<file path="src/rtl/core/sts_pkg.sv">
// Shared constants, codes and types for the segment tree range-sum block.
`timescale 1ns / 1ps

package sts_pkg;

   localparam int SIZE_DEF       = 1024;
   localparam int VALUE_BITS_DEF = 32;
   localparam int SUM_BITS       = 42;
   localparam int POS_BITS       = 10;

   localparam logic OP_UPDATE = 1'b0;
   localparam logic OP_QUERY  = 1'b1;

   typedef logic [SUM_BITS-1:0] sum_type;

   typedef struct packed {
      logic    valid;
      sum_type sum;
   } result_type;

   typedef enum logic [5:0] {
      ST_CLEAR = 6'b000001,
      ST_IDLE  = 6'b000010,
      ST_UPD   = 6'b000100,
      ST_QLO   = 6'b001000,
      ST_QHI   = 6'b010000,
      ST_QEND  = 6'b100000
   } state_type;

endpackage

</file>
<file path="src/rtl/core/sts_if.sv">
// Request and response channel interfaces of the segment tree range-sum block.
`timescale 1ns / 1ps

interface sts_req_if import sts_pkg::*; #(
   parameter int VALUE_BITS = VALUE_BITS_DEF
);
   logic                         valid;
   logic                         ready;
   logic                         opcode;
   logic        [POS_BITS-1:0]   position;
   logic signed [VALUE_BITS-1:0] new_value;
   logic        [POS_BITS-1:0]   range_first;
   logic        [POS_BITS-1:0]   range_last;

   modport source (
      output valid, opcode, position, new_value, range_first, range_last,
      input  ready
   );
   modport sink (
      input  valid, opcode, position, new_value, range_first, range_last,
      output ready
   );
endinterface


</file>
<file path="src/rtl/core/sts_engine.sv">
// Sequencer: clearing pass, update walk toward the root, range query walk.
`timescale 1ns / 1ps

module sts_engine import sts_pkg::*; #(
   parameter int SIZE       = SIZE_DEF,
   parameter int VALUE_BITS = VALUE_BITS_DEF
) (
   input  logic                          clock,
   input  logic                          reset,
   sts_req_if.sink                       req_chan,
   output logic                          wr_en,
   output logic [$clog2(2 * SIZE)-1:0]   wr_addr,
   output sum_type                       wr_data,
   output logic [$clog2(2 * SIZE)-1:0]   rd_addr,
   input  sum_type                       rd_data,
   input  logic                          out_free,
   output result_type                    result
);

   localparam int NODES  = 2 * SIZE;
   localparam int NODE_W = $clog2(NODES);
   localparam int CNT_W  = $clog2(NODES + 1);
   localparam int CMP_W  = ((CNT_W > POS_BITS) ? CNT_W : POS_BITS) + 1;
   localparam int EXT_W  = (VALUE_BITS > SUM_BITS) ? VALUE_BITS : SUM_BITS;

   state_type                 state_ff, state_in;
   logic      [NODE_W-1:0]    idx_ff, idx_in;
   sum_type                   cur_ff, cur_in;
   logic      [CNT_W-1:0]     lo_ff, lo_in;
   logic      [CNT_W-1:0]     hi_ff, hi_in;
   sum_type                   acc_ff, acc_in;
   logic                      pend_ff, pend_in;

   logic      [CMP_W-1:0]     pos_ext, first_ext, last_ext, last_clamp, leaf_full;
   logic                      pos_ok, empty_range, accept;
   logic      [NODE_W-1:0]    leaf_addr, parent_addr;
   logic signed [EXT_W-1:0]   value_ext;
   sum_type                   leaf_value, parent_sum, acc_sum;
   logic      [CNT_W-1:0]     lo_start, hi_start, hi_dec;

   assign req_chan.ready = (state_ff == ST_IDLE);
   assign accept         = req_chan.valid && req_chan.ready;

   assign pos_ext     = CMP_W'(req_chan.position);
   assign first_ext   = CMP_W'(req_chan.range_first);
   assign last_ext    = CMP_W'(req_chan.range_last);
   assign last_clamp  = (last_ext > CMP_W'(SIZE - 1)) ? CMP_W'(SIZE - 1) : last_ext;
   assign pos_ok      = pos_ext < CMP_W'(SIZE);
   assign empty_range = first_ext > last_clamp;
   assign leaf_full   = pos_ext + CMP_W'(SIZE);
   assign leaf_addr   = leaf_full[NODE_W-1:0];
   assign lo_start    = CNT_W'(first_ext + CMP_W'(SIZE));
   assign hi_start    = CNT_W'(last_clamp + CMP_W'(SIZE) + CMP_W'(1));

   assign value_ext  = EXT_W'(req_chan.new_value);
   assign leaf_value = value_ext[SUM_BITS-1:0];

   assign parent_addr = {1'b0, idx_ff[NODE_W-1:1]};
   assign parent_sum  = cur_ff + rd_data;
   // read issued last cycle lands in rd_data now
   assign acc_sum     = acc_ff + (pend_ff ? rd_data : '0);
   assign hi_dec      = hi_ff - CNT_W'(1);

   always_comb begin
      state_in     = state_ff;
      idx_in       = idx_ff;
      cur_in       = cur_ff;
      lo_in        = lo_ff;
      hi_in        = hi_ff;
      acc_in       = acc_sum;
      pend_in      = 1'b0;
      wr_en        = 1'b0;
      wr_addr      = idx_ff;
      wr_data      = '0;
      rd_addr      = '0;
      result.valid = 1'b0;
      result.sum   = acc_sum;

      unique case (state_ff)
         ST_CLEAR: begin
            wr_en  = 1'b1;
            idx_in = idx_ff + NODE_W'(1);
            if (idx_ff == NODE_W'(NODES - 1)) begin
               state_in = ST_IDLE;
            end
         end
         ST_IDLE: begin
            if (accept) begin
               if (req_chan.opcode == OP_UPDATE) begin
                  // out-of-range positions are dropped
                  if (pos_ok) begin
                     wr_en    = 1'b1;
                     wr_addr  = leaf_addr;
                     wr_data  = leaf_value;
                     rd_addr  = leaf_addr ^ NODE_W'(1);
                     cur_in   = leaf_value;
                     idx_in   = leaf_addr;
                     state_in = ST_UPD;
                  end
               end else begin
                  acc_in = '0;
                  lo_in  = lo_start;
                  hi_in  = hi_start;
                  state_in = empty_range ? ST_QEND : ST_QLO;
               end
            end
         end
         ST_UPD: begin
            // write parent, fetch the parent's sibling in the same cycle
            wr_en   = 1'b1;
            wr_addr = parent_addr;
            wr_data = parent_sum;
            rd_addr = parent_addr ^ NODE_W'(1);
            cur_in  = parent_sum;
            idx_in  = parent_addr;
            if (parent_addr == NODE_W'(1)) begin
               state_in = ST_IDLE;
            end
         end
         ST_QLO: begin
            if (lo_ff < hi_ff) begin
               if (lo_ff[0]) begin
                  rd_addr = lo_ff[NODE_W-1:0];
                  pend_in = 1'b1;
                  lo_in   = lo_ff + CNT_W'(1);
               end
               state_in = ST_QHI;
            end else begin
               state_in = ST_QEND;
            end
         end
         ST_QHI: begin
            lo_in = lo_ff >> 1;
            if (hi_ff[0]) begin
               rd_addr = hi_dec[NODE_W-1:0];
               pend_in = 1'b1;
               hi_in   = hi_dec >> 1;
            end else begin
               hi_in   = hi_ff >> 1;
            end
            state_in = ST_QLO;
         end
         ST_QEND: begin
            result.valid = 1'b1;
            if (out_free) begin
               state_in = ST_IDLE;
            end
         end
         default: begin
            state_in = ST_CLEAR;
            idx_in   = '0;
         end
      endcase
   end

   always_ff @(posedge clock) begin
      if (reset) begin
         state_ff <= ST_CLEAR;
         idx_ff   <= '0;
         pend_ff  <= 1'b0;
      end else begin
         state_ff <= state_in;
         idx_ff   <= idx_in;
         pend_ff  <= pend_in;
      end
   end

   always_ff @(posedge clock) begin
      cur_ff <= cur_in;
      lo_ff  <= lo_in;
      hi_ff  <= hi_in;
      acc_ff <= acc_in;
   end

endmodule

</file>
<file path="src/flat_wrapper.sv">
// flat-port wrapper written by rule: the top's interface ports become plain ports
module sts_engine_flat import sts_pkg::*;
#(
   parameter int SIZE       = SIZE_DEF,
   parameter int VALUE_BITS = VALUE_BITS_DEF
)
  (clock, reset, wr_en, wr_addr, wr_data, rd_addr, rd_data, out_free, result, req_chan_valid, req_chan_opcode, req_chan_position, req_chan_new_value, req_chan_range_first, req_chan_range_last, req_chan_ready);
  sts_req_if #(.VALUE_BITS(VALUE_BITS)) req_chan_i ();
  input  logic clock;
  input  logic reset;
  output logic wr_en;
  output logic [$clog2(2 * SIZE)-1:0] wr_addr;
  output sum_type wr_data;
  output logic [$clog2(2 * SIZE)-1:0] rd_addr;
  input  sum_type rd_data;
  input  logic out_free;
  output result_type result;
  input wire logic [$bits(req_chan_i.valid)-1:0] req_chan_valid;
  input wire logic [$bits(req_chan_i.opcode)-1:0] req_chan_opcode;
  input wire logic [$bits(req_chan_i.position)-1:0] req_chan_position;
  input wire logic [$bits(req_chan_i.new_value)-1:0] req_chan_new_value;
  input wire logic [$bits(req_chan_i.range_first)-1:0] req_chan_range_first;
  input wire logic [$bits(req_chan_i.range_last)-1:0] req_chan_range_last;
  output wire logic [$bits(req_chan_i.ready)-1:0] req_chan_ready;
  assign req_chan_i.valid = req_chan_valid;
  assign req_chan_i.opcode = req_chan_opcode;
  assign req_chan_i.position = req_chan_position;
  assign req_chan_i.new_value = req_chan_new_value;
  assign req_chan_i.range_first = req_chan_range_first;
  assign req_chan_i.range_last = req_chan_range_last;
  assign req_chan_ready = req_chan_i.ready;
  sts_engine #(.SIZE(SIZE), .VALUE_BITS(VALUE_BITS)) u_core (.clock(clock), .reset(reset), .req_chan(req_chan_i), .wr_en(wr_en), .wr_addr(wr_addr), .wr_data(wr_data), .rd_addr(rd_addr), .rd_data(rd_data), .out_free(out_free), .result(result));
endmodule
</file>
<file path="config.mk">
export PLATFORM = sky130hd
export DESIGN_NAME = sts_engine_flat
export DESIGN_NICKNAME = d
export VERILOG_FILES = /design/src/rtl/core/sts_pkg.sv /design/src/rtl/core/sts_if.sv /design/src/rtl/core/sts_engine.sv /design/src/flat_wrapper.sv
export SDC_FILE = /design/constraint.sdc
export NUM_CORES = 1
export LEC_CHECK = 0
export BUFFER_PORTS_ARGS = -buffer_cell sky130_fd_sc_hd__buf_4
export CORE_MARGIN = 2
export CORE_UTILIZATION = 51
export DETAILED_ROUTE_END_ITERATION = 10
export GPL_ROUTABILITY_DRIVEN = 0
export PLACE_DENSITY = 0.85
export REMOVE_ABC_BUFFERS = 1
export SYNTH_ARGS = -nofsm -noshare
export SYNTH_HDL_FRONTEND = slang
export SYNTH_SLANG_ARGS = --single-unit
</file>
<file path="constraint.sdc">
create_clock -name clock -period 4.5 [get_ports clock]
set_clock_uncertainty 0.1 [all_clocks]
set_input_delay 0.9 -clock clock [delete_from_list [all_inputs] [get_ports clock]]
set_output_delay 0.9 -clock clock [all_outputs]
set_load 0.05 [all_outputs]
</file>
# Word-level counts from Yosys, hierarchy flattened

Cells that the tools add are included.

Bits in writable memories: 0
Logic and storage cells: 104
ROM bits: 0
Output and inout bits: 109
Register bits: 126
Bits of input ports: 109
Latch bits: 0
Memories: 0

Equal/unequal tests: 18
Magnitude comparators: 4
Add/subtract/negate cells: 9
Reductions and logical operators: 11
Divide/modulo/power cells: 0
$mul: 0
Shift-type cells: 0
Bitwise operators: 2
Mux-type cells: 52

Operator list:

| kind                     | number |
|---|---|
| $mux W42                 | 10 |
| $pmux W42 S2             | 2 |
| $mux W11                 | 10 |
| $pmux W11 S4             | 2 |
| $add A42 B42 Y42         | 2 |
| $mux W12                 | 6 |
| $mux W6                  | 8 |
| $pmux W12 S3             | 1 |
| $pmux W6 S6              | 1 |
| $add A12 B1 Y12 const B  | 2 |
| $pmux W12 S2             | 1 |
| $pmux W11 S2             | 1 |
| $gt A10 B13 Y1           | 1 |
| $add A10 B11 Y12 const B | 1 |
| $add A12 B11 Y12 const B | 1 |
| $lt A12 B12 Y1           | 1 |
| $sub A12 B1 Y12 const B  | 1 |
| $add A10 B11 Y11 const B | 1 |
| $add A11 B1 Y11 const B  | 1 |
| $eq A11 B11 Y1 const B   | 1 |
| $lt A10 B11 Y1 const B   | 1 |
| $eq A10 B1 Y1 const B    | 1 |
| $gt A10 B10 Y1 const B   | 1 |
| $mux W10                 | 1 |
| 20 further kinds         | 38 |

# Depth between registers and ports, before layout

Word-level depth: 7
Depth in mapped cells: 13

# Worst setup path before layout

Ideal clock, no wire load.

Kind: input -> output
Start point: in rd_data[16]
End point: out result[33] (netlist bit)
Path buffers: 1
Cell stages on the path: 12
Arrival time: 4.029 ns
Slack: -0.529 ns
Required time: 3.500 ns
Cell sequence: and2_1 > ha_1 > buf_2 > nand2_1 > or3_1 > nor3b_1 > o21ai_1 > a21oi_1 > o21ai_1 > nand2_1 > mux2_2 > nor3_1

RTL lines:

| what        | line               | source |
|---|---|---|
| from (decl) | flat_wrapper.sv:15 | `input sum_type rd_data;` |
| to (decl)   | flat_wrapper.sv:17 | `output result_type result;` |

==> flow_metrics.env <==
export IMPL_status="finished with violations"
export IMPL_failed_checks="negative setup slack"
export IMPL_route_met2_wl_um=19470
export IMPL_max_slew_margin_rel=0.2315
export IMPL_post_synthesis_sequential_element_count=126
export IMPL_drt_wl_total_um=40960
export IMPL_final_max_slew_violation_count=0
export IMPL_crit_reg2reg_launch="u_core.state_ff[2]"
export IMPL_total_power_w=0.003538
export IMPL_timing_hold_violations_final=0
export IMPL_placeableCoreArea_um2=21820
export IMPL_holdPathEnd="u_core.state_ff[4]"
export IMPL_die_y_um=153.2
export IMPL_critPathKind="in -> out"
export IMPL_die_area_um2=23460
export IMPL_grt_antenna_before_repair=0
export IMPL_sequentialPowerShare=0.359
export IMPL_cellLeakagePower_nw=7.260
export IMPL_drt_pre_antenna_iters=9
export IMPL_gr_usage_all_layers=0.3157
export IMPL_regToRegSetupSlack_ns=1.17
export IMPL_grt_pass1_wl_um=60420
export IMPL_drt_first_iter_violations=1425
export IMPL_period_share=1.024
export IMPL_syn_area_um2=11350
export IMPL_wirelength_met1_um=14840
export IMPL_maxCapViolations=0
export IMPL_timing_critical_path_fanout_max=4
export IMPL_cts_sink_count=126
export IMPL_cell_internal_pwr_w=0.002420
export IMPL_grt_pass1_vias=12230
export IMPL_tritoncts="done"
export IMPL_worstSetupStartpointType="primary input"
export IMPL_final_antenna_net_count=0
export IMPL_min_delay_path_depth=2
export IMPL_drc=0
export IMPL_tritoncts_num_buffers=17
export IMPL_clock_pin_slew_of_the_registers_on_the_worst_case_setup_and_hold_paths_ns=0.06
export IMPL_final_layout_size_suffix_gt1_frac=0.2808
export IMPL_number_of_buffers_on_the_longest_clock_path=2
export IMPL_synthesis_instances=1438
export IMPL_clock_power_share=0.403
export IMPL_timing_critical_path_arrival_ns=3.61
export IMPL_avgRoutedWirePerCell_um=20.16
export IMPL_postCtsHoldBufs=0
export IMPL_io_buffers=217
export IMPL_synth_sequential_area_ratio=0.2805
export IMPL_synth_largest_area_cell="edfxtp_1"
export IMPL_worstSetupEndpointType="output port"
export IMPL_setup_violations_final=9
export IMPL_area_growth_synth_to_final_pct=35.06
export IMPL_maximum_number_of_pins_on_one_net_before_global_route_repair=51
export IMPL_cts_h_tree_lvls=4
export IMPL_worst_vdd_drop_mv=0.2462
export IMPL_ff2ff_path_depth=7
export IMPL_ys_warnings_count=0
export IMPL_multi_input_area_um2=8298
export IMPL_cp_required_ns=3.50
export IMPL_max_freq_mhz=217.0
export IMPL_rsz0062_at_grt="yes"
export IMPL_width_of_the_chip_um=153.2
export IMPL_antennaDiodeCount=0
export IMPL_yosysUniqueCellTypes=78
export IMPL_std_cell_rows=54
export IMPL_vias_per_cell=6.319
export IMPL_finish_net_count=1953
export IMPL_io_pin_count=218
export IMPL_utilization=0.7023
export IMPL_dr_wl_met3_um=4255
export IMPL_postSynth_topFlopCell="edfxtp_1"
export IMPL_synth_enable_flop_cells=66
export IMPL_start_util=0.5200
export IMPL_postLayoutSetupSlackWorst_ns=-0.1075
export IMPL_p_per_area_nw_per_um2=230.8
export IMPL_routed_via_count=12840
export IMPL_clock_root_buffer="clkbuf_16"
export IMPL_synth_async_sr_flop_share=0
export IMPL_syn_mean_instance_area_um2=7.891
export IMPL_worst_pin_slew_ns=1.149
export IMPL_r2r_end="u_core.cur_ff[40]"
export IMPL_layout_min_cycle_time_ns=4.608
export IMPL_launch_instance_of_the_worst_min_delay_path="u_core.state_ff[3]"
export IMPL_worst_skew_late_latency_ns=0.45
export IMPL_highest_layer="met4"
export IMPL_ys_top_cells_by_area="edfxtp_1 (17%), ha_1 (11%), dfxtp_1 (11%), nand2_1 (8.6%), and2_1 (4.9%)"
export IMPL_hpwlAfterDp_um=28050
export IMPL_total_switching_power_w=0.001118
export IMPL_layout_filler_cells=1511
export IMPL_grt_remaining_overflow=0
export IMPL_sequential_cell_area_um2=3187
export IMPL_swShare=0.3160
export IMPL_combinationalPowerShare=0.238
export IMPL_yosys_area_top_type_share=0.1747
export IMPL_hp_class="reg -> reg"
worst max path at each step:
stage,start,end,slack (ns),cells after the start
5_1_grt,rd_data[0],result[40],-0.16,14
2_1_floorplan,u_core.state_ff[2],wr_data[32],-1.78,5
6_report,rd_data[0],result[28],-0.11,15
3_3_place_gp,rd_data[0],result[38],-0.16,15
4_1_cts,rd_data[0],result[40],-0.10,14
3_5_place_dp,rd_data[3],result[33],-0.31,13
kinds of logic after synthesis:
| kind of cell | synth area share |
|---|---|
| XOR/XNOR | 0.07178 |
| flip-flops | 0.2805 |
| multiplexers | 0.01301 |
| AO/OA/AOI/OAI | 0.2281 |
| buffers and inverters | 0.04201 |
| adder cells (fa/ha/maj) | 0.1180 |
| AND/OR/NAND/NOR | 0.2466 |
sequential cells by signal (all words and copies together), names as in the netlist:
register	count
u_core.acc_ff	42
u_core.cur_ff	42
u_core.hi_ff	12
u_core.lo_ff	12
u_core.idx_ff	11
u_core.state_ff	6
u_core.pend_ff	1
synthesized netlist by cell type (4+ instances only):
| cell type | number |
|---|---|
| o21bai_1 | 4 |
| clkbuf_1 | 56 |
| nand2_1 | 260 |
| and3_1 | 15 |
| nand4_1 | 18 |
| buf_2 | 9 |
| or3_1 | 4 |
| a41oi_1 | 4 |
| and2_1 | 89 |
| xnor2_1 | 51 |
| a22oi_1 | 12 |
| a31oi_1 | 11 |
| o21a_1 | 8 |
| a221o_1 | 5 |
| nor3_1 | 22 |
| nor4_1 | 7 |
| o21ai_0 | 87 |
| nand3b_1 | 11 |
| nor2b_1 | 12 |
| dfxtp_1 | 60 |
| a2111oi_0 | 4 |
| a21o_1 | 61 |
| edfxtp_1 | 66 |
| nor2_1 | 81 |
| buf_1 | 4 |
| nand2b_1 | 12 |
| mux2i_1 | 11 |
| o211ai_1 | 13 |
| o31ai_1 | 6 |
| a21oi_1 | 105 |
| o221ai_1 | 4 |
| or2_2 | 6 |
| nor3b_1 | 7 |
| a221oi_1 | 6 |
| a211oi_1 | 11 |
| ha_1 | 103 |
| nand3_1 | 38 |
| xor2_1 | 42 |
| inv_1 | 51 |
critical path, stage by stage:
cell,delay [ns]
buf_6,0.09
and2_4,0.15
ha_4,0.16
inv_2,0.06
fa_2,0.23
nor2b_4,0.06
o31ai_4,0.32
a21oi_4,0.15
a31oi_4,0.15
o211ai_1,0.27
a32oi_1,0.35
buf_4,0.20
a31oi_4,0.07
xor2_1,0.20
buf_4,0.24
per-layer routing:
metal,global-route usage,up-vias
met5,0,-
met2,0.5187,911
li1,-,5755
met1,0.3794,5953
met3,0.07485,221
met4,0.1790,0
through the flow:
step                      TNS (ns)  cell area [um2]  cells  hold slack [ns]  setup WS [ns]
after floorplan             -82.77            11070   1368           0.4243         -1.778
after global placement      -1.541            13920   1978           0.4894        -0.1596
after detailed placement    -3.457            13920   1978           0.4896        -0.3098
after CTS                  -0.1043            14860   2016           0.5124        -0.1007
after global routing        -2.044            15330   2032           0.5485        -0.1635
final                      -0.3957            15330   2032           0.5275        -0.1075
area by class of cell:
type	count	area share
clock inverters	14	0.01037
flip-flops and latches	126	0.2079
repair buffers	352	0.1767
clock buffers	18	0.02800
well taps	280	0.02286
multi-input cells	1190	0.5414
inverters	52	0.01274
repair_timing:
action | 4_1_cts | 5_1_grt
buffers inserted | 7 | 16
pin swaps | 38 | 52
endpoints found under the setup margin | 32 | 41
gates resized for setup | 54 | 78
power by group through the flow:
stage                     Clock, W  Combinational, W  Sequential, W
after detailed placement         0          0.000763        0.00129
after floorplan                  0          0.000466        0.00128
final                      0.00143          0.000843        0.00127
after global routing       0.00147          0.000893        0.00127
after global placement           0          0.000744        0.00129
after CTS                  0.00142          0.000787        0.00127
placed cells by master, fill, tap and decap left out, types with 48 or more instances in the layout:
cell type	count
buf_4	337
nand2_1	257
a21oi_1	92
ha_1	91
and2_1	85
nor2_1	80
o21ai_0	74
edfxtp_1	66
a21o_1	61
dfxtp_1	59
inv_1	49
xnor2_1	48
Note: power is estimated with default switching activity, not from simulation.
